File: src/sv/isrf_pkg.sv
// Shared types and constants for the image scale, rotate and flip block.
package isrf_pkg;

    // Field widths
    localparam int PIX_W      = 24;
    localparam int COORD_W    = 11;
    localparam int DIM_W      = 9;
    localparam int SCALE_W    = 4;
    localparam int TURN_W     = 2;
    localparam int SCALED_W   = 13;   // width * scale: 511 * 15 fits in 13 bits
    localparam int FS_W       = 18;   // width * height: 511 * 511 fits in 18 bits

    // Configuration port
    localparam int APB_ADDR_W = 5;
    localparam int APB_DATA_W = 32;

    // Item commands
    localparam logic CMD_LOAD = 1'b0;
    localparam logic CMD_READ = 1'b1;

    // Register indexes
    typedef enum logic [2:0] {
        REG_SRC_WIDTH  = 3'd0,
        REG_SRC_HEIGHT = 3'd1,
        REG_SCALE      = 3'd2,
        REG_TURNS      = 3'd3,
        REG_VMIRROR    = 3'd4,
        REG_HMIRROR    = 3'd5
    } reg_idx_t;

    // Counterclockwise quarter turns
    typedef enum logic [1:0] {
        TURN_0   = 2'd0,
        TURN_90  = 2'd1,
        TURN_180 = 2'd2,
        TURN_270 = 2'd3
    } turn_t;

    // One input item
    typedef struct packed {
        logic                command;
        logic [PIX_W-1:0]    pixel_value;
        logic [COORD_W-1:0]  target_row;
        logic [COORD_W-1:0]  target_column;
    } req_item_t;

    // One result item
    typedef struct packed {
        logic [PIX_W-1:0]    result_pixel;
        logic                outside_frame;
    } rsp_item_t;

    // Raw register contents
    typedef struct packed {
        logic [DIM_W-1:0]    source_width;
        logic [DIM_W-1:0]    source_height;
        logic [SCALE_W-1:0]  scale_factor;
        logic [TURN_W-1:0]   quarter_turns;
        logic                vertical_mirror;
        logic                horizontal_mirror;
    } cfg_t;

    // Divider request and response
    typedef struct packed {
        logic                start;
        logic [SCALED_W-1:0] dividend;
        logic [SCALE_W-1:0]  divisor;
    } div_req_t;

    typedef struct packed {
        logic                done;
        logic [SCALED_W-1:0] quotient;
    } div_rsp_t;

endpackage

File: src/sv/isrf_cfg.sv
// APB register file holding the geometry and transform settings.
module isrf_cfg (
    input  logic                            clk,
    input  logic                            rst_n,
    input  logic                            psel,
    input  logic                            penable,
    input  logic                            pwrite,
    input  logic [isrf_pkg::APB_ADDR_W-1:0] paddr,
    input  logic [isrf_pkg::APB_DATA_W-1:0] pwdata,
    output logic [isrf_pkg::APB_DATA_W-1:0] prdata,
    output logic                            pready,
    output isrf_pkg::cfg_t                  cfg
);
    import isrf_pkg::*;

    localparam logic [DIM_W-1:0]   WIDTH_RST  = DIM_W'(256);
    localparam logic [DIM_W-1:0]   HEIGHT_RST = DIM_W'(256);
    localparam logic [SCALE_W-1:0] SCALE_RST  = SCALE_W'(1);

    logic       wr_en;
    logic [2:0] idx;
    cfg_t       cfg_reg, cfg_next;

    assign wr_en  = psel & penable & pwrite;
    assign idx    = paddr[4:2];
    assign pready = 1'b1;

    // register write decode
    always_comb
    begin
        cfg_next = cfg_reg;
        if (wr_en)
        begin
            unique case (idx)
                REG_SRC_WIDTH:  cfg_next.source_width      = pwdata[DIM_W-1:0];
                REG_SRC_HEIGHT: cfg_next.source_height     = pwdata[DIM_W-1:0];
                REG_SCALE:      cfg_next.scale_factor      = pwdata[SCALE_W-1:0];
                REG_TURNS:      cfg_next.quarter_turns     = pwdata[TURN_W-1:0];
                REG_VMIRROR:    cfg_next.vertical_mirror   = pwdata[0];
                REG_HMIRROR:    cfg_next.horizontal_mirror = pwdata[0];
                default:        cfg_next = cfg_reg;
            endcase
        end
    end

    always_ff @(posedge clk or negedge rst_n)
    begin
        if (!rst_n)
        begin
            cfg_reg.source_width      <= WIDTH_RST;
            cfg_reg.source_height     <= HEIGHT_RST;
            cfg_reg.scale_factor      <= SCALE_RST;
            cfg_reg.quarter_turns     <= '0;
            cfg_reg.vertical_mirror   <= 1'b0;
            cfg_reg.horizontal_mirror <= 1'b0;
        end
        else
        begin
            cfg_reg <= cfg_next;
        end
    end

    // read-back mux
    always_comb
    begin
        unique case (idx)
            REG_SRC_WIDTH:  prdata = APB_DATA_W'(cfg_reg.source_width);
            REG_SRC_HEIGHT: prdata = APB_DATA_W'(cfg_reg.source_height);
            REG_SCALE:      prdata = APB_DATA_W'(cfg_reg.scale_factor);
            REG_TURNS:      prdata = APB_DATA_W'(cfg_reg.quarter_turns);
            REG_VMIRROR:    prdata = APB_DATA_W'(cfg_reg.vertical_mirror);
            REG_HMIRROR:    prdata = APB_DATA_W'(cfg_reg.horizontal_mirror);
            default:        prdata = '0;
        endcase
    end

    assign cfg = cfg_reg;

endmodule

File: config.mk
export PLATFORM = sky130hd
export DESIGN_NAME = isrf_cfg
export DESIGN_NICKNAME = d
export VERILOG_FILES = /design/src/sv/isrf_pkg.sv /design/src/sv/isrf_cfg.sv
export SDC_FILE = /design/constraint.sdc
export NUM_CORES = 1
export LEC_CHECK = 0
export BUFFER_PORTS_ARGS = -buffer_cell sky130_fd_sc_hd__buf_2
export CAP_MARGIN = 20
export CORE_MARGIN = 2
export CORE_UTILIZATION = 25
export CTS_CLUSTER_DIAMETER = 200
export DETAILED_ROUTE_END_ITERATION = 6
export SETUP_SLACK_MARGIN = 0.3
export SKIP_CTS_REPAIR_TIMING = 1
export SYNTH_ARGS = -nofsm -noshare
export SYNTH_HDL_FRONTEND = slang
export SYNTH_SLANG_ARGS = --single-unit
File: constraint.sdc
create_clock -name clk -period 1.1 [get_ports clk]
set_clock_uncertainty 0.15 [all_clocks]
set_input_delay 0.11 -clock clk [delete_from_list [all_inputs] [get_ports clk]]
set_output_delay 0.11 -clock clk [all_outputs]
set_load 0.005 [all_outputs]
==> metrics, run 1 <==
routability cong.=0.715; Avg Vias per Cell=4.07; XOR/XNOR Fraction of Synth Area=0; #FFs+latches synth=26; Compound-Gate Fraction of Synth Area=0.0243; Final Hold Fails=46; mux cell area share after synthesis=0.294; setup violators final=44; Yosys top cell area share=0.386; Crit Path Class=flip-flop to output port; mapped cell area=0.00149 mm²; P per Cell Area=1350 mW/mm²; DPL Wire Length=3040 µm; Crit path max-delay family=multiplexers; setup TNS=-5620 ps; initial antenna violation count=0; Post-synth EDFFs=0; Seq/Total Area, Yosys=0.438; clk buf depth=2; ratio of cells with drive above 1 in the final layout=0.675; die height=81.3 µm; commonest non-fill, non-tap cell in the layout=buf_6; Root Buffer=clkbuf_8; failing checks=hold timing, setup timing; adder-cell area share of the yosys netlist=0; Die W=81.3 µm; Setup WS pre-CTS=-409 ps; CTS tree=done; Initial Util=0.255; DRT Pass-1 Iters=3; Leakage=0.00127 µW; CP cell instances=mux4_2 -> nor2b_4 -> buf_2; Final ANT Viol Nets=0; CP max-delay cell=mux4_2; CP bufs+invs=1; Port Buffers=51; top cells by area, synth=dfrtp_1 (39%), mux2_2 (13%), buf_4 (12%); die area=0.00660 mm²; Final period util=1.49; Synth cell types=27; Post-synth top flop=dfrtp_1; max-cap viol count=0; Post-Synth Simple-Gate Area=0.0939; unrepaired setup endpoints after global routing=true; final WL=3960 µm; Sink Count=26; area grow syn2layout=64.5%; layout net count=255; Peak VDD IR=0.570 mV; Min Hold Slack=-455 ps; DR WL/cell=13.8 µm; ant diodes=0; std cell rows=28; Final Cell Area=0.00245 mm²; largest net degree at the start of global routing=17; main combinational cell family by area after synthesis=multiplexers; syn avg cell area=12.2 µm²; total CTS buffers=3; R2R Setup Slk=-60 ps; PnR worst setup slack=-543 ps; clk slew on worst S/H paths=90 ps; placed inst area=0.00205 mm²; grt total ovfl=0; num ports=101; yosys warns=0; number of global-route vias before repair=1163; CP max stage delay=470 ps; worst endpoint required time=840 ps; asr flop ratio synth=1.00; H-tree depth=1; DR vias=1169; CP Launch Type=flip-flop; final max-slew violation count=0; worst hold path class=input pin to async pin; arrival time worst endpoint=1380 ps; flip-flop count of the largest register after layout=26; Iter 0 DRT Violations=30; Skew-Pair Late Insertion Delay=270 ps; Crit Path Max Fanout=2; crit path capture type=output port; Tot GR Track Use=0.117; Period minus WS final=1640 ps; most frequent cells in the layout=buf_6 (41), buf_2 (34), mux2_4 (25), conb_1 (24), dfrtp_1 (23); post-synth top area cell=dfrtp_1; Mapped Cells=122; Max Freq=609 MHz; first-pass GRT wire length=5810 µm; core area=0.00585 mm²; # DRC=0; status=finished, violations left
-- worst paths after layout --
| kind | startpoint | end | depth (start not counted) |
|---|---|---|---|
| hold / removal | rst_n | cfg[15]$_DFFE_PN0P_ | 1 |
| setup / recovery | cfg[3]$_DFFE_PN0P_ | prdata[1] | 3 |
| setup reg to reg | cfg[9]$_DFFE_PN0P_ | cfg[9]$_DFFE_PN0P_ | 3 |
| min in group clk | pwdata[5] | cfg[13]$_DFFE_PN0P_ | 2 |
| hold reg to reg | cfg[10]$_DFFE_PN0P_ | cfg[10]$_DFFE_PN0P_ | 1 |
| max in group asynchronous | rst_n | cfg[4]$_DFFE_PN1P_ | 2 |
-- logic make-up (layout without fill, tap and decap cells) --
| logic type | count (synthesis) | count (layout) |
|---|---|---|
| buffers and inverters | 30 | 98 |
| muxes | 36 | 36 |
| AOI/OAI and AO/OA | 6 | 6 |
| DFF | 26 | 26 |
| other | 2 | 24 |
| and+or+nand+nor | 22 | 22 |
-- power by group --
group	total [µW]	switching (µW)	internal (µW)
combinational	1380	438	945
clock	623	302	320
sequential	1300	139	1160
-- routing by layer --
layer,up-vias,GRT usage,part of all wire
li1,552,-,-
met1,568,0.140,0.41
met2,44,0.211,0.53
met3,5,0.0233,0.051
met4,0,0.0356,0.010
met5,-,0,0
-- through the flow --
stage,total power [µW],utilization,std cells
floorplan,1820,-,144
global placement,2280,0.351,271
detailed placement,2300,0.351,271
CTS,2930,0.361,275
global route,3510,0.420,287
finish,3300,0.420,287
-- Yosys cell counts, types with 2 or more instances --
| cell type | count |
|---|---|
| a21oi_1 | 3 |
| buf_2 | 4 |
| buf_4 | 24 |
| conb_1 | 2 |
| dfrtp_1 | 23 |
| dfstp_2 | 3 |
| mux2_2 | 17 |
| mux2_4 | 9 |
| mux2i_1 | 9 |
| nand2_1 | 3 |
| nor2_1 | 2 |
| nor2b_1 | 2 |
| nor3_1 | 6 |
| or2_2 | 2 |
-- area by class of cell --
class                   count  area (µm²)
well taps                  75        93.8
fillers                   550        3400
repair buffers             94         820
flip-flops and latches     26         654
multi-input cells          88         832
clock buffers               4        55.1
(Power assumes the default switching activity.)
==> inputs of run 2 (changes only) <==
--- a/config.mk
+++ b/config.mk
@@ -7,7 +7,6 @@
 export LEC_CHECK = 0
 export BUFFER_PORTS_ARGS = -buffer_cell sky130_fd_sc_hd__buf_2
 export CAP_MARGIN = 20
-export CORE_MARGIN = 2
 export CORE_UTILIZATION = 25
 export CTS_CLUSTER_DIAMETER = 200
 export DETAILED_ROUTE_END_ITERATION = 6
==> metrics, run 2 (synthesis gave the netlist of run 1 again) <==
layout net count=259 (+1.6%); Int Power=2600 µW (+7.4%); P per Cell Area=1410 mW/mm² (+4.6%); Peak VDD IR=0.843 mV (+48%); Reg2Reg Capture Point=cfg[5]$_DFFE_PN0P_; r2r worst-path depth=3 (unchanged); std cell rows=27 (-3.6%); arrival time worst endpoint=1390 ps (about the same); Max Freq=607 MHz (-0.34%); setup TNS=-5210 ps (+418 ps); clk slew on worst S/H paths=90 ps (about the same); PnR worst setup slack=-548 ps (-5.66 ps); CP bufs+invs=1 (unchanged); die area=0.00628 mm² (-4.9%); max-cap viol count=0 (unchanged); largest net degree at the start of global routing=17 (unchanged); Die W=79.3 µm (-2.5%); H-tree depth=1 (unchanged); Initial Util=0.265 (+0.00945); Reg area=654 µm² (unchanged); area grow syn2layout=66.8%; FF-to-FF Start=cfg[5]$_DFFE_PN0P_; CP max-delay cell=mux4_2; unrepaired setup endpoints after global routing=true; Post-Layout Cell Count=288 (+0.35%); Leakage=0.00129 µW (+2.0%); number of global-route vias before repair=1118 (-3.9%); CP max stage delay=470 ps (about the same); Final period util=1.50 (+0.00515); Port Buffers=51 (unchanged); R2R Setup Slk=-50 ps (about the same); status=finished, violations left; failing checks=hold timing, setup timing; Final Hold Fails=46 (unchanged); grt total ovfl=0 (unchanged); Iter 0 DRT Violations=17 (-43%); setup violators final=42 (-4.5%); CP Launch Type=flip-flop; Root Buffer=clkbuf_8; Cell Count Post-Placement=271 (unchanged); DRT Pass-1 Iters=4 (+1); final max-slew violation count=0 (unchanged); num ports=101 (unchanged); CTS tree=done; crit path capture type=output port; ant diodes=0 (unchanged); # DRC=0 (unchanged); Period minus WS final=1650 ps (+5.66 ps); worst hold path class=input pin to async pin; most frequent cells in the layout=buf_6 (39), buf_2 (34), conb_1 (24), mux2_4 (23), dfrtp_1 (23); DR vias=1210 (+3.5%); first-pass GRT wire length=5690 µm (-2.0%); clock share of power=0.229 (+0.040); commonest non-fill, non-tap cell in the layout=buf_6; initial antenna violation count=0 (unchanged); Crit Path Max Fanout=2 (unchanged); Avg Vias per Cell=4.20 (+3.1%); Setup WS pre-CTS=-409 ps (-0.0690 ps); die height=79.3 µm (-2.5%); Combinational Power Share=0.401 (-0.018); total CTS buffers=3 (unchanged); ratio of cells with drive above 1 in the final layout=0.681 (+0.00603); final WL=3940 µm (-0.40%); DPL Wire Length=2870 µm (-5.7%); flip-flop count of the largest register after layout=26 (unchanged); switching share of power=0.257 (-0.00918); Tot GR Track Use=0.120 (+0.00240); Min Hold Slack=-458 ps (-2.70 ps); clk buf depth=2 (unchanged); Skew-Pair Late Insertion Delay=270 ps (about the same); Psw=901 µW (+2.4%); CP cell instances=mux4_2 -> nor2b_4 -> buf_2; Sink Count=26 (unchanged); worst endpoint required time=840 ps (about the same); sequential share of power=0.370 (-0.023); Crit path max-delay family=multiplexers; routability cong.=0.701 (-2.1%); Crit Path Class=flip-flop to output port; DR WL/cell=13.7 µm (-0.75%); area of the multi-input gates=820 µm² (-1.5%); Filler Cell Count=534 (-2.9%); core area=0.00564 mm² (-3.6%); Final ANT Viol Nets=0 (unchanged)
-- run 2: changes by cell type in the layout (fill, tap and decap cells not counted), sizes merged --
cell	before	now
buf	94	97
bufinv	0	1
-- run 2: cell type report --
cell class                      instances  area share
Clock buffer                            3      0.0166
Sequential cell                        26       0.263
Tap cell                               72      0.0362
Timing Repair Buffer                   98       0.343
Clock inverter                          1      0.0121
Multi-Input combinational cell         88       0.329
-- run 2: metal layers --
| metal | wire, µm | part of all wire | track usage | vias up |
|---|---|---|---|---|
| met5 | 0 | 0 | 0 | - |
| met4 | 89 | 0.023 | 0.0436 | 0 |
| met3 | 206 | 0.052 | 0.0264 | 8 |
| met2 | 1960 | 0.50 | 0.203 | 53 |
| met1 | 1690 | 0.43 | 0.149 | 587 |
| li1 | - | - | - | 562 |
-- run 2: power groups by stage --
stage	Sequential, µW	Combinational, µW	Clock (µW)
6_report	1300	1400	802
5_1_grt	1320	1520	882
4_1_cts	1280	1020	833
3_5_place_dp	1290	1020	0
3_3_place_gp	1290	1000	0
2_1_floorplan	1320	501	0
-- run 2: worst max path at each step --
| stage | startpoint | endpoint | depth (start not counted) |
|---|---|---|---|
| CTS | cfg[5]$_DFFE_PN0P_ | prdata[1] | 3 |
| finish | cfg[3]$_DFFE_PN0P_ | prdata[1] | 3 |
| floorplan | paddr[4] | cfg[17]$_DFFE_PN0P_ | 4 |
| global route | cfg[5]$_DFFE_PN0P_ | prdata[1] | 3 |
| detailed placement | paddr[4] | cfg[24]$_DFFE_PN0P_ | 5 |
| global placement | paddr[4] | cfg[24]$_DFFE_PN0P_ | 5 |
-- run 2: through the flow --
step                total power [µW]   util  area (µm²)
global route                    3720  0.441        2490
CTS                             3130  0.380        2140
global placement                2290  0.367        2070
detailed placement              2310  0.367        2070
finish                          3510  0.441        2490
floorplan                       1820      -        1690
==> inputs of run 3 (changes only) <==
==> constraint.sdc (replaced) <==
create_clock -name clk -period 1.4 [get_ports clk]
set_clock_uncertainty 0.15 [all_clocks]
set_input_delay 0.14 -clock clk [delete_from_list [all_inputs] [get_ports clk]]
set_output_delay 0.14 -clock clk [all_outputs]
set_load 0.005 [all_outputs]
==> metrics, run 3 (synthesis gave the netlist of run 1 again) <==
clk slew on worst S/H paths=90 ps (about the same); layout net count=254 (-1.9%); first-pass GRT wire length=5350 µm (-6.1%); routability cong.=0.687 (-2.0%); clk buf depth=2 (unchanged); Combinational Power Share=0.396 (-0.005); relative slew slack=0.599; crit path capture type=output port; Crit Path Class=flip-flop to output port; Avg Vias per Cell=4.09 (-2.6%); grt total ovfl=0 (unchanged); die height=79.3 µm (unchanged); Peak VDD IR=0.788 mV (-6.5%); area of the multi-input gates=820 µm² (unchanged); Psw=646 µW (-28%); num ports=101 (unchanged); Iter 0 DRT Violations=35 (+18); final max-slew violation count=0 (unchanged); R2R Setup Slk=280 ps (+330 ps); Leakage=0.00123 µW (-4.8%); H-tree depth=1 (unchanged); worst hold path class=input pin to flip-flop; failing checks=setup timing; clock share of power=0.179 (-0.050); largest net degree at the start of global routing=27 (+10); Final period util=1.18; most frequent cells in the layout=buf_2 (38), buf_6 (25), conb_1 (24), mux2_4 (23), dfrtp_1 (23); std cell rows=27 (unchanged); ant diodes=0 (unchanged); initial antenna violation count=0 (unchanged); Initial Util=0.265 (unchanged); Setup WS pre-CTS=-166 ps (+243 ps); Tot GR Track Use=0.111 (-0.00852); Crit Path Max Fanout=2 (unchanged); Reg2Reg Capture Point=cfg[3]$_DFFE_PN0P_; PnR worst setup slack=-255 ps (+293 ps); final WL=3750 µm (-5.0%); Reg area=654 µm² (unchanged); # DRC=0 (unchanged); Die W=79.3 µm (unchanged); commonest non-fill, non-tap cell in the layout=buf_2; sequential share of power=0.425 (+0.055); Int Power=1760 µW (-32%); arrival time worst endpoint=1370 ps (-20 ps); DR vias=1158 (-4.3%); Hold Path End=cfg[5]$_DFFE_PN0P_; setup violators final=5 (-88%); worst endpoint required time=1110 ps (+270 ps); total CTS buffers=3 (unchanged); area grow syn2layout=59.3%; hold depth=2; DRT Pass-1 Iters=3 (-1); Max Freq=604 MHz; DPL Wire Length=2630 µm (-8.2%); ratio of cells with drive above 1 in the final layout=0.621 (-0.0597); Port Buffers=51 (unchanged); number of global-route vias before repair=1039 (-7.1%); FF-to-FF Start=cfg[3]$_DFFE_PN0P_; max-cap viol count=0 (unchanged); total power after layout=2400 µW (-31%); Worst setup startpoint=cfg[5]$_DFFE_PN0P_; Worst Tran Pin Value=601 ps; Skew-Pair Late Insertion Delay=270 ps (about the same); DR WL/cell=13.2 µm (-3.3%); hold wc startpoint=pwdata[1]; Period minus WS final=1660 ps; Sink Count=26 (unchanged); CP Launch Type=flip-flop; status=finished, violations left; Final ANT Viol Nets=0 (unchanged); core area=0.00564 mm² (unchanged); P per Cell Area=1010 mW/mm² (-28%); switching share of power=0.269 (+0.0118); die area=0.00628 mm² (unchanged); CTS tree=done; flip-flop count of the largest register after layout=26 (unchanged); Filler Cell Count=531 (-0.56%); Final Hold Fails=0 (-100%); unrepaired setup endpoints after global routing=true; Root Buffer=clkbuf_8; r2r worst-path depth=3 (unchanged)
run 3: area by class of cell:
cell class                      count  share of cell area
Clock buffer                        4              0.0189
Tap cell                           72              0.0379
Timing Repair Buffer               93               0.324
Sequential cell                    26               0.275
Multi-Input combinational cell     88               0.345
run 3: through the flow:
step / TNS [ps] / hold slack (ps) / std cells / utilization / cell area (µm²)
final: -616 / 2.15 / 283 / 0.422 / 2380
after global routing: -1120 / 0.105 / 283 / 0.422 / 2380
after detailed placement: -2350 / 33.2 / 256 / 0.346 / 1950
after floorplan: 0 / -306 / 144 / - / 1690
after global placement: -2050 / 24.7 / 256 / 0.346 / 1950
after CTS: -725 / -264 / 260 / 0.354 / 2000
run 3: critical path, stage by stage (launching register included):
cell and delay (ps):
dfrtp_1 390, mux4_2 460, nor2b_4 140, buf_2 120
run 3: how the worst max path moves through the flow:
stage	endpoint	depth (start not counted)	slack, ps
after floorplan	cfg[17]$_DFFE_PN0P_	4	30
after global placement	cfg[5]$_DFFE_PN0P_	6	-130
after detailed placement	cfg[5]$_DFFE_PN0P_	6	-170
after CTS	prdata[1]	3	-300
after global routing	prdata[1]	3	-310
final	prdata[1]	3	-260
run 3: per-layer routing:
metal	vias to the layer above	track usage	share of wire
met4	0	0.0109	0
met1	549	0.151	0.45
met2	54	0.177	0.48
li1	555	-	-
met3	0	0.0379	0.073
met5	-	0	0
run 3: power by group through the flow:
| stage | logic, µW | clock network [µW] | registers (µW) |
|---|---|---|---|
| after global routing | 1030 | 497 | 1030 |
| final | 953 | 430 | 1020 |
| after detailed placement | 651 | 0 | 1040 |
| after global placement | 638 | 0 | 1030 |
| after floorplan | 390 | 0 | 1040 |
| after CTS | 654 | 448 | 1020 |
