## src/sv/isrf_pkg.sv

```systemverilog
// Shared types and constants for the image scale, rotate and flip block.
package isrf_pkg;

    // Field widths
    localparam int PIX_W      = 24;
    localparam int COORD_W    = 11;
    localparam int DIM_W      = 9;
    localparam int SCALE_W    = 4;
    localparam int TURN_W     = 2;
    localparam int SCALED_W   = 13;   // width * scale: 511 * 15 fits in 13 bits
    localparam int FS_W       = 18;   // width * height: 511 * 511 fits in 18 bits

    // Configuration port
    localparam int APB_ADDR_W = 5;
    localparam int APB_DATA_W = 32;

    // Item commands
    localparam logic CMD_LOAD = 1'b0;
    localparam logic CMD_READ = 1'b1;

    // Register indexes
    typedef enum logic [2:0] {
        REG_SRC_WIDTH  = 3'd0,
        REG_SRC_HEIGHT = 3'd1,
        REG_SCALE      = 3'd2,
        REG_TURNS      = 3'd3,
        REG_VMIRROR    = 3'd4,
        REG_HMIRROR    = 3'd5
    } reg_idx_t;

    // Counterclockwise quarter turns
    typedef enum logic [1:0] {
        TURN_0   = 2'd0,
        TURN_90  = 2'd1,
        TURN_180 = 2'd2,
        TURN_270 = 2'd3
    } turn_t;

    // One input item
    typedef struct packed {
        logic                command;
        logic [PIX_W-1:0]    pixel_value;
        logic [COORD_W-1:0]  target_row;
        logic [COORD_W-1:0]  target_column;
    } req_item_t;

    // One result item
    typedef struct packed {
        logic [PIX_W-1:0]    result_pixel;
        logic                outside_frame;
    } rsp_item_t;

    // Raw register contents
    typedef struct packed {
        logic [DIM_W-1:0]    source_width;
        logic [DIM_W-1:0]    source_height;
        logic [SCALE_W-1:0]  scale_factor;
        logic [TURN_W-1:0]   quarter_turns;
        logic                vertical_mirror;
        logic                horizontal_mirror;
    } cfg_t;

    // Divider request and response
    typedef struct packed {
        logic                start;
        logic [SCALED_W-1:0] dividend;
        logic [SCALE_W-1:0]  divisor;
    } div_req_t;

    typedef struct packed {
        logic                done;
        logic [SCALED_W-1:0] quotient;
    } div_rsp_t;

endpackage

```

## src/sv/isrf_div.sv

```systemverilog
// Restoring divider, one quotient bit per cycle, shared by row and column.
module isrf_div (
    input  logic               clk,
    input  logic               rst_n,
    input  isrf_pkg::div_req_t req,
    output isrf_pkg::div_rsp_t rsp
);
    import isrf_pkg::*;

    localparam int CNT_W = $clog2(SCALED_W);

    logic                busy_reg, busy_next;
    logic                done_reg, done_next;
    logic [CNT_W-1:0]    cnt_reg, cnt_next;
    logic [SCALE_W-1:0]  rem_reg, rem_next;
    logic [SCALED_W-1:0] quo_reg, quo_next;
    logic [SCALE_W-1:0]  dvsr_reg, dvsr_next;
    logic [SCALE_W:0]    trial;
    logic                fits;

    // one restoring step: bring down the next dividend bit and try a subtract
    always_comb
    begin
        trial     = {rem_reg, quo_reg[SCALED_W-1]};
        fits      = (trial >= {1'b0, dvsr_reg});
        busy_next = busy_reg;
        done_next = 1'b0;
        cnt_next  = cnt_reg;
        rem_next  = rem_reg;
        quo_next  = quo_reg;
        dvsr_next = dvsr_reg;
        if (req.start)
        begin
            busy_next = 1'b1;
            cnt_next  = CNT_W'(SCALED_W - 1);
            rem_next  = '0;
            quo_next  = req.dividend;
            dvsr_next = req.divisor;
        end
        else if (busy_reg)
        begin
            if (fits)
            begin
                rem_next = SCALE_W'(trial - {1'b0, dvsr_reg});
            end
            else
            begin
                rem_next = trial[SCALE_W-1:0];
            end
            quo_next = {quo_reg[SCALED_W-2:0], fits};
            cnt_next = cnt_reg - 1'b1;
            if (cnt_reg == '0)
            begin
                busy_next = 1'b0;
                done_next = 1'b1;
            end
        end
    end

    // control
    always_ff @(posedge clk or negedge rst_n)
    begin
        if (!rst_n)
        begin
            busy_reg <= 1'b0;
            done_reg <= 1'b0;
            cnt_reg  <= '0;
        end
        else
        begin
            busy_reg <= busy_next;
            done_reg <= done_next;
            cnt_reg  <= cnt_next;
        end
    end

    // datapath
    always_ff @(posedge clk)
    begin
        rem_reg  <= rem_next;
        quo_reg  <= quo_next;
        dvsr_reg <= dvsr_next;
    end

    assign rsp.done     = done_reg;
    assign rsp.quotient = quo_reg;

endmodule

```

## config.mk

```make
export PLATFORM = sky130hd
export DESIGN_NAME = isrf_div
export DESIGN_NICKNAME = d
export VERILOG_FILES = /design/src/sv/isrf_pkg.sv /design/src/sv/isrf_div.sv
export SDC_FILE = /design/constraint.sdc
export NUM_CORES = 1
export LEC_CHECK = 0
export BUFFER_PORTS_ARGS = -buffer_cell sky130_fd_sc_hd__buf_2
export CAP_MARGIN = 15
export CELL_PAD_IN_SITES_DETAIL_PLACEMENT = 1
export CELL_PAD_IN_SITES_GLOBAL_PLACEMENT = 2
export CORE_ASPECT_RATIO = 1.5
export CORE_MARGIN = 4
export CORE_UTILIZATION = 34
export CTS_CLUSTER_DIAMETER = 100
export CTS_CLUSTER_SIZE = 16
export DETAILED_ROUTE_END_ITERATION = 7
export MAX_ROUTING_LAYER = met4
export PLACE_DENSITY_LB_ADDON = 0.1
export SLEW_MARGIN = 10
export SYNTH_ARGS = -nofsm -noshare
export SYNTH_HDL_FRONTEND = slang
export SYNTH_SLANG_ARGS = --single-unit
```

## constraint.sdc

```tcl
create_clock -name clk -period 2.27 [get_ports clk]
set_clock_uncertainty 0.15 [all_clocks]
set_input_delay 0.1135 -clock clk [delete_from_list [all_inputs] [get_ports clk]]
set_output_delay 0.1135 -clock clk [all_outputs]
set_load 0.005 [all_outputs]
```

==> impl_metrics.json, run 1 <==
{
  "status": "completed",
  "fp.dieW_um": 58.4,
  "drv_slew": 0,
  "slowest_stage": "edfxtp_1",
  "drtAntennaViolNets": 0,
  "relSlewSlack_pct": 62.8,
  "row_count": 27,
  "grt_pass1_wl_mm": 4.53,
  "gp_congestion": 0.738,
  "netlist_instances": 98,
  "yosys_warnings": 0,
  "synth_compound_area_share_pct": 9.27,
  "antenna_found_initial": 0,
  "cp-start-kind": "flop",
  "crit_required_ns": 2.15,
  "drive_gt1_share_pct": 37.4,
  "die-area_mm2": 0.00488,
  "p_per_area_mw_per_mm2": 797,
  "clkTransAtPathRegs_ns": 0.09,
  "fin_crit_sh_pct": 89.8,
  "via_per_inst": 4.91,
  "diodes": 0,
  "fmax_ghz": 0.491,
  "end_kind": "flop",
  "route.detailed.drc": 0,
  "start_util_pct": 35.2,
  "grt_pass1_vias": 1039,
  "layout.cells.non_filler": 190,
  "port_buffers": 33,
  "cts_resized": 0,
  "cts_inserted_buffers": 3,
  "globalRouteOverflowTotal": 0,
  "h-tree-depth": 1,
  "synth_cell_type_count": 33,
  "ys_seq_area_share_pct": 57.1,
  "yosys.area_share.simple_pct": 10.1,
  "area_growth_pct": 31.4,
  "cts_num_sinks": 27,
  "synth-xor-area-share_pct": 2.03,
  "drt_iter0_drc": 13,
  "rsz0062_at_grt": "false",
  "critPathMaxStageDelay_ns": 0.43,
  "dieHeight_um": 83.6,
  "layout_min_cycle_time_ns": 2.04,
  "grt_max_degree": 30,
  "setup_tns_ns": 0,
  "largest_register_ffs": 13,
  "p_leak_nw": 0.735,
  "synth_nets": 124,
  "worstPathMaxFanout": 5,
  "syn-cell-area_mm2": 0.00130,
  "clk_path_buf_depth": 2,
  "peakVddDrop_v": 0.000464,
  "tightestPinTransition_ns": 0.559,
  "dp_cells": 170,
  "clock_latency_ns": 0.27,
  "ys_ff_latch": 27,
  "synthMuxAreaShare_pct": 11.3,
  "path_class": "flop to flop",
  "synth-adder-area-share_pct": 6.37,
  "track_usage_pct": 12.0,
  "core_area_mm2": 0.00368,
  "ios": 34,
  "worstPathArrival_ns": 1.91,
  "crit_chain": "inv_1 > ha_1 > nor2b_1 > o221a_4 > or2_4 > mux2_2",
  "vias": 932,
  "final_nets": 174,
  "setup_viol": 0,
  "cts_root_buffer": "clkbuf_8",
  "wirelength_mm": 2.57,
  "avgSynthCellArea_um2": 13.2,
  "first_pass_iters": 3,
  "hpwlAfterDp_mm": 1.91,
  "cts_tree": "yes",
  "wl_per_cell_um": 13.5,
  "synth_top_family_by_area": "multiplexers",
  "min_path_type": "primary input to flop",
  "drv_cap": 0,
  "finalHoldViolCount": 0
}
-- per-stage QoR --
step	util (%)	setup WS [ns]	area (um^2)	hold slack, ns	total power [mW]
after floorplan	-	0.307	1300	-0.332	0.951
after global placement	40.6	0.266	1500	-0.206	1.07
after detailed placement	40.6	0.230	1500	-0.205	1.08
after CTS	46.2	0.219	1700	0.00697	1.38
after global routing	46.2	0.123	1700	0.00321	1.47
final	46.2	0.233	1700	0.00990	1.36
-- critical path: cells and delay by family, from the launching register on --
kind,cells,cell delay [ns]
buffers and inverters,1,0.08
adders and majority gates,1,0.23
muxes,1,0.25
and+or+nand+nor,2,0.40
AOI/OAI and AO/OA,1,0.26
DFF,1,0.43
-- synthesized netlist by cell type --
cell	n	share of area [%]
edfxtp_1	17	39
mux2_2	13	11
inv_1	8	2.3
dfrtp_1	6	12
ha_1	5	4.8
nor2_1	5	1.4
dfxtp_1	4	6.2
clkbuf_1	3	0.87
nand2_1	3	0.87
nor4b_1	3	2.0
o21bai_1	3	1.7
a311oi_1	2	1.4
and3_1	2	0.97
nor2b_1	2	0.97
o21ai_0	2	0.77
o22ai_1	2	0.97
xnor2_1	2	1.4
a211oi_1	1	0.58
a21o_1	1	0.58
a21o_2	1	0.68
a21oi_1	1	0.39
buf_4	1	0.58
fa_1	1	1.5
nand2b_1	1	0.48
nand4_1	1	0.48
nor3b_1	1	0.58
o221a_4	1	1.5
o311ai_1	1	0.68
or2_1	1	0.48
or2_2	1	0.48
or2_4	1	0.68
or3b_2	1	0.68
xor2_1	1	0.68
-- routing by layer --
metal  wire, um  up-vias  GRT usage, %
met5          0        -             -
met4         21        0          3.80
met3        100        2          1.86
met2       1380       20          20.8
met1       1070      456          13.7
li1           -      454             -
-- area by class of cell --
cell class | count | area [um^2]
multi-input cells | 59 | 507
repair buffers | 49 | 325
flip-flops and latches | 27 | 741
clock buffers | 3 | 41.3
well taps | 43 | 53.8
clock inverters | 1 | 5.00
inverters | 8 | 30.0
fillers | 402 | 1980
-- kinds of logic after synthesis --
kind of cell / count (synthesis)
flops: 27
xor+xnor: 3
buf+inv: 12
simple gates: 22
mux: 13
fa+ha+maj: 6
compound gates: 15
-- report_power, final --
part / total, mW / switching (mW) / leakage (nW) / internal (mW)
sequential: 0.673 / 0.0557 / 0.278 / 0.618
clock: 0.272 / 0.149 / 0.0255 / 0.123
combinational: 0.412 / 0.189 / 0.431 / 0.223
total: 1.36 / 0.394 / 0.735 / 0.964
-- path summary, 6_finish.rpt --
kind / start / slack (ns) / end / cells past startpoint
hold / removal: req[12] / 0.01 / quo_reg[8] / 2
hold reg to reg: rem_reg[3] / 0.33 / rem_reg[3] / 2
max in group asynchronous: rst_n / 1.80 / cnt_reg[0] / 2
setup reg to reg: dvsr_reg[1] / 0.23 / quo_reg[0] / 6
min in group asynchronous: rst_n / 0.03 / done_reg / 2
setup / recovery: dvsr_reg[1] / 0.23 / quo_reg[0] / 6
-- cells in the final DEF, fill, tap and decap left out, types with 4 or more instances in the layout --
cell type      netlist  routed
dlygate4sd3_1        0      16
inv_1                8       8
mux2_2              13      13
edfxtp_1            17      17
dfrtp_1              6       6
dfxtp_1              4       4
ha_1                 5       5
buf_2                0      33
nor2_1               5       5
-- timing repair --
action                    in CTS  in global routing
hold buffers                  16                  0
buffers inserted               0                  0
hold endpoints to repair      21                  0
No activity file was read; power rests on OpenSTA's default activity.
==> inputs of run 2 (changes only) <==
CORE_UTILIZATION = 35   (was 34)
CTS_BUF_LIST = sky130_fd_sc_hd__clkbuf_4   (was not set)
==> impl_metrics.json, run 2 (synthesized netlist as in run 1, its figures left out) <==
{
  "p_switching_uw": 385,
  "r2r_cells": 6,
  "clk_path_buf_depth": 2,
  "largest_register_ffs": 13,
  "area_growth_pct": 32.3,
  "final_common_cell": "buf_2",
  "internal_power_uw": 925,
  "antenna_found_initial": 0,
  "rsz0062_at_grt": "false",
  "drt_iter0_drc": 8,
  "core_area_mm2": 0.00348,
  "cts_inserted_buffers": 3,
  "drive_gt1_share_pct": 36.7,
  "tightestPinTransition_ns": 0.570,
  "fmax_ghz": 0.489,
  "first_pass_iters": 4,
  "grt_pass1_wl_mm": 4.80,
  "min_path_cells": 2,
  "layout_common_cells": "buf_2, dlygate4sd3_1, edfxtp_1",
  "worstHoldStart": "req[17]",
  "status": "completed",
  "layout_min_cycle_time_ns": 2.05,
  "cp-endpoint": "quo_reg[0]",
  "wl_per_cell_um": 14.4,
  "gp_congestion": 0.744,
  "p_per_area_mw_per_mm2": 764,
  "crit_chain": "inv_1 > ha_1 > nor2b_1 > o221a_4 > or2_4 > mux2_2",
  "r2r-start": "dvsr_reg[1]",
  "cts_tree": "yes",
  "fillCellCount": 373,
  "final_area_mm2": 0.00172,
  "p_leak_nw": 0.740,
  "min_path_type": "primary input to flop",
  "via_per_inst": 4.96,
  "switching_share_pct": 29.4,
  "row_count": 26,
  "end_kind": "flop",
  "path_class": "flop to flop",
  "worstPathArrival_ns": 1.98,
  "r2r_end": "quo_reg[0]",
  "vias": 953,
  "p_seq_share_pct": 51.4,
  "clock_latency_ns": 0.31,
  "grt_max_degree": 30,
  "dieHeight_um": 82.5,
  "diodes": 0,
  "cts_num_sinks": 27,
  "slowest_stage": "edfxtp_1",
  "fin_crit_sh_pct": 90.2,
  "port_buffers": 33,
  "setup_tns_ns": 0,
  "drv_cap": 0,
  "relSlewSlack_pct": 62.0,
  "finalHoldViolCount": 0,
  "wirelength_mm": 2.77,
  "hpwlAfterDp_mm": 2.01,
  "r2r_slack_ns": 0.22,
  "fp.dieW_um": 57.7,
  "placed_area_mm2": 0.00150,
  "die-area_mm2": 0.00476,
  "globalRouteOverflowTotal": 0,
  "ios": 34,
  "grt_pass1_vias": 1034,
  "startpoint": "dvsr_reg[1]",
  "clkTransAtPathRegs_ns": 0.14,
  "route.detailed.drc": 0,
  "start_util_pct": 37.2,
  "h-tree-depth": 1,
  "drv_slew": 0,
  "worstPathMaxFanout": 5,
  "pwr-share-clk_pct": 16.5,
  "setup_viol": 0,
  "drtAntennaViolNets": 0,
  "comb_power_share_pct": 32.2,
  "critPathMaxStageDelay_ns": 0.44,
  "crit_required_ns": 2.21,
  "cp-start-kind": "flop",
  "final_nets": 177,
  "cts_root_buffer": "clkbuf_4",
  "track_usage_pct": 13.4,
  "peakVddDrop_v": 0.000399
}
-- run 2: critical path, delay by kind of cell (launching register included) --
family,cells,cell delay (ns)
flops,1,0.44
simple gates,2,0.40
compound gates,1,0.27
mux,1,0.26
fa+ha+maj,1,0.23
buf+inv,1,0.07
-- run 2: layout make-up --
class	count	area, um^2	area share [%]
repair buffers	52	355	20.7
inverters	8	30.0	1.75
clock buffers	4	30.0	1.75
well taps	42	52.6	3.06
multi-input cells	59	507	29.5
flip-flops and latches	27	741	43.2
-- run 2: power groups by stage --
| stage | Sequential (mW) | Combinational (mW) | Clock (mW) |
|---|---|---|---|
| after floorplan | 0.674 | 0.277 | 0 |
| after global placement | 0.684 | 0.390 | 0 |
| after detailed placement | 0.687 | 0.402 | 0 |
| after CTS | 0.676 | 0.429 | 0.229 |
| after global routing | 0.686 | 0.473 | 0.251 |
| final | 0.673 | 0.421 | 0.216 |
-- run 2: worst min-delay path by stage --
stage / endpoint / slack, ns
2_1_floorplan: busy_reg / -0.33
3_3_place_gp: done_reg / -0.21
3_5_place_dp: done_reg / -0.21
4_1_cts: cnt_reg[0] / 0.14
5_1_grt: cnt_reg[0] / 0.16
6_report: cnt_reg[0] / 0.14
-- run 2: through the flow --
stage / cells / hold slack, ns / worst slack [ns] / utilization (%) / total power [mW]
2_1_floorplan: 98 / -0.332 / 0.307 / - / 0.951
3_3_place_gp: 169 / -0.206 / 0.267 / 43.0 / 1.07
3_5_place_dp: 169 / -0.208 / 0.229 / 43.0 / 1.09
4_1_cts: 192 / 0.140 / 0.214 / 49.3 / 1.33
5_1_grt: 192 / 0.159 / 0.138 / 49.3 / 1.41
6_report: 192 / 0.138 / 0.223 / 49.3 / 1.31
-- run 2: repair_timing --
item | CTS | global route
endpoints found under the setup margin | 0 | 0
hold buffers | 19 | 0
buffers inserted | 0 | 0
hold endpoints to repair | 23 | 0
resized for setup | 0 | 0
-- run 2: per-layer routing --
metal | vias up | wire, um | global-route usage, %
li1 | 465 | - | -
met3 | 2 | 94 | 1.56
met1 | 465 | 1190 | 16.0
met4 | 0 | 27 | 4.87
met2 | 21 | 1460 | 23.1
met5 | - | 0 | -
==> inputs of run 3 (changes only) <==
ABC_AREA = 1   (was not set)
CORE_UTILIZATION = 32   (was 35)
==> impl_metrics.json, run 3 <==
{
  "dieHeight_um": 85.8,
  "yosys.area_share.simple_pct": 25.8,
  "fin_crit_sh_pct": 73.5,
  "port_buffers": 33,
  "cts_inserted_buffers": 3,
  "internal_power_uw": 890,
  "cts_setup_buffers": 0,
  "placed_area_mm2": 0.00150,
  "end_kind": "flop",
  "drive_gt1_share_pct": 24.9,
  "rsz0062_at_grt": "false",
  "final_common_cell": "nand2_1",
  "synth_compound_area_share_pct": 3.68,
  "ys_ff_latch": 27,
  "wirelength_mm": 3.18,
  "final_area_mm2": 0.00171,
  "synth-xor-area-share_pct": 0.678,
  "synth_edf_count": 17,
  "via_per_inst": 4.63,
  "critPathTopFamily": "adder cells",
  "clock_latency_ns": 0.32,
  "path_class": "flop to flop",
  "final_nets": 216,
  "wl_per_cell_um": 13.6,
  "synth_most_common_cell": "nand2_1",
  "clkTransAtPathRegs_ns": 0.14,
  "slowest_stage": "edfxtp_1",
  "row_count": 28,
  "fp.dieW_um": 59.9,
  "synth-main-ff-cell": "edfxtp_1",
  "antenna_found_initial": 0,
  "gp_congestion": 0.792,
  "syn-cell-area_mm2": 0.00129,
  "netlist_top_cells_count": "nand2_1, edfxtp_1, inv_1, nand3_1, dfrtp_1",
  "drt_iter0_drc": 16,
  "drv_cap": 0,
  "dp_worst_setup_slack_ns": 0.594,
  "diodes": 0,
  "yosysTopAreaCell": "edfxtp_1",
  "crit_chain": "inv_1 > ha_1 > fa_1 > xor2_1 > nand2_1 > nand3_1 > nand2_1",
  "track_usage_pct": 14.4,
  "layout_common_cells": "nand2_1, buf_2, dlygate4sd3_1",
  "p_seq_share_pct": 49.9,
  "r2r_slack_ns": 0.60,
  "vias": 1084,
  "netlist.area_leader.share_pct": 39.5,
  "synth_cell_type_count": 24,
  "setup_viol": 0,
  "route.detailed.drc": 0,
  "die-area_mm2": 0.00514,
  "layout_min_cycle_time_ns": 1.67,
  "fmax_ghz": 0.599,
  "critPathMaxStageDelay_ns": 0.38,
  "ios": 34,
  "p_leak_nw": 0.850,
  "cp-start-kind": "flop",
  "ys_seq_area_share_pct": 57.4,
  "crit_buf_inv": 1,
  "worstPathArrival_ns": 1.75,
  "comb_power_share_pct": 33.7,
  "largest_register_ffs": 13,
  "synth_nets": 163,
  "pwr-share-clk_pct": 16.4,
  "grt_max_degree": 17,
  "avgSynthCellArea_um2": 9.43,
  "grt_pass1_wl_mm": 5.44,
  "p_per_area_mw_per_mm2": 780,
  "first_pass_iters": 4,
  "p_switching_uw": 442,
  "worstPathMaxFanout": 2,
  "peakVddDrop_v": 0.000359,
  "relSlewSlack_pct": 78.9,
  "min_path_type": "primary input to flop",
  "start_util_pct": 32.9,
  "cts_num_sinks": 27,
  "drtAntennaViolNets": 0,
  "tightestPinTransition_ns": 0.316,
  "drv_slew": 0,
  "fin_ws_ns": 0.601,
  "yosys_warnings": 0,
  "cts_resized": 0,
  "synth-adder-area-share_pct": 6.40,
  "area_growth_pct": 32.3,
  "clk_path_buf_depth": 2,
  "cts_tree": "yes",
  "cp_common_cell": "nand2_1",
  "ys_async_sr_fraction_pct": 22.2,
  "crit_required_ns": 2.35,
  "hpwlAfterDp_mm": 2.41,
  "grt_pass1_vias": 1183,
  "h-tree-depth": 1,
  "setup_tns_ns": 0,
  "synth_top_family_by_area": "simple AND/OR/NAND/NOR gates",
  "cts_root_buffer": "clkbuf_4",
  "finalHoldViolCount": 0,
  "globalRouteOverflowTotal": 0,
  "status": "completed",
  "switching_share_pct": 33.2,
  "fillCellCount": 472,
  "yosys-top-cells-area": "edfxtp_1, nand2_1, dfrtp_1",
  "netlist_instances": 137,
  "core_area_mm2": 0.00392,
  "synthMuxAreaShare_pct": 0
}
==> run 3: changes by cell type after synthesis, sizes merged, moves of 3 or more <==
cell    before  now
nand2        3   56
mux2        13    0
nand3        0    8
inv          8   15
buf          1    4
clkbuf       3    0
nor4b        3    0
o21bai       3    0
==> run 3: kinds of logic after synthesis <==
kind of cell	after synthesis
flip-flops	27
XOR/XNOR	1
buffers and inverters	19
AND/OR/NAND/NOR	75
adder cells (fa/ha/maj)	6
AO/OA/AOI/OAI	9
==> run 3: metrics by stage <==
step / utilization (%) / instances / power (mW) / hold slack (ns)
3_3_place_gp: 38.2 / 212 / 1.11 / -0.208
4_1_cts: 43.5 / 234 / 1.37 / 0.0191
6_report: 43.5 / 234 / 1.33 / 0.0305
2_1_floorplan: - / 137 / 0.965 / -0.332
3_5_place_dp: 38.2 / 212 / 1.12 / -0.203
5_1_grt: 43.5 / 234 / 1.45 / 0.0642
==> run 3: worst reg2reg max path: stages (launching register included) <==
cell,delay (ns)
edfxtp_1,0.38
inv_1,0.07
ha_1,0.22
fa_1,0.38
xor2_1,0.19
nand2_1,0.08
nand3_1,0.07
nand2_1,0.04
==> run 3: cell type report <==
cell class | instances | area, um^2 | share of cell area (%)
clock buffers | 4 | 30.0 | 1.76
inverters | 15 | 56.3 | 3.30
multi-input cells | 91 | 472 | 27.6
flip-flops and latches | 27 | 741 | 43.4
well taps | 45 | 56.3 | 3.30
repair buffers | 52 | 353 | 20.7
==> run 3: worst paths after layout <==
path / depth (start not counted) / endpoint / from
min in group asynchronous: 3 / cnt_reg[3] / rst_n
worst max register to register: 7 / rem_reg[2] / quo_reg[12]
worst min register to register: 2 / rem_reg[3] / rem_reg[3]
max in group asynchronous: 3 / cnt_reg[0] / rst_n
worst min-delay path: 3 / quo_reg[0] / req[4]
worst max-delay path: 7 / rem_reg[2] / quo_reg[12]
==> run 3: power groups by stage <==
stage                     sequential (mW)  combinational, mW  clock [mW]
after global routing                0.676              0.518       0.259
after CTS                           0.668              0.466       0.234
after detailed placement            0.677              0.438           0
after global placement              0.677              0.430           0
final                               0.664              0.449       0.219
after floorplan                     0.662              0.303           0
==> run 3: per-layer routing <==
metal  wire (um)  share of wire [%]  track usage, %  vias to the layer above
met5           0                  0               -                        -
met1        1170                 37            15.3                      521
met3          71                2.2            1.36                        2
li1            -                  -               -                      546
met4          26               0.82            4.23                        0
met2        1910                 60            27.0                       15
==> run 3: repair_timing <==
| action | in CTS | in global routing |
|---|---|---|
| hold buffers | 18 | 0 |
| hold endpoints to repair | 22 | 0 |
| endpoints found under the setup margin | 0 | 0 |
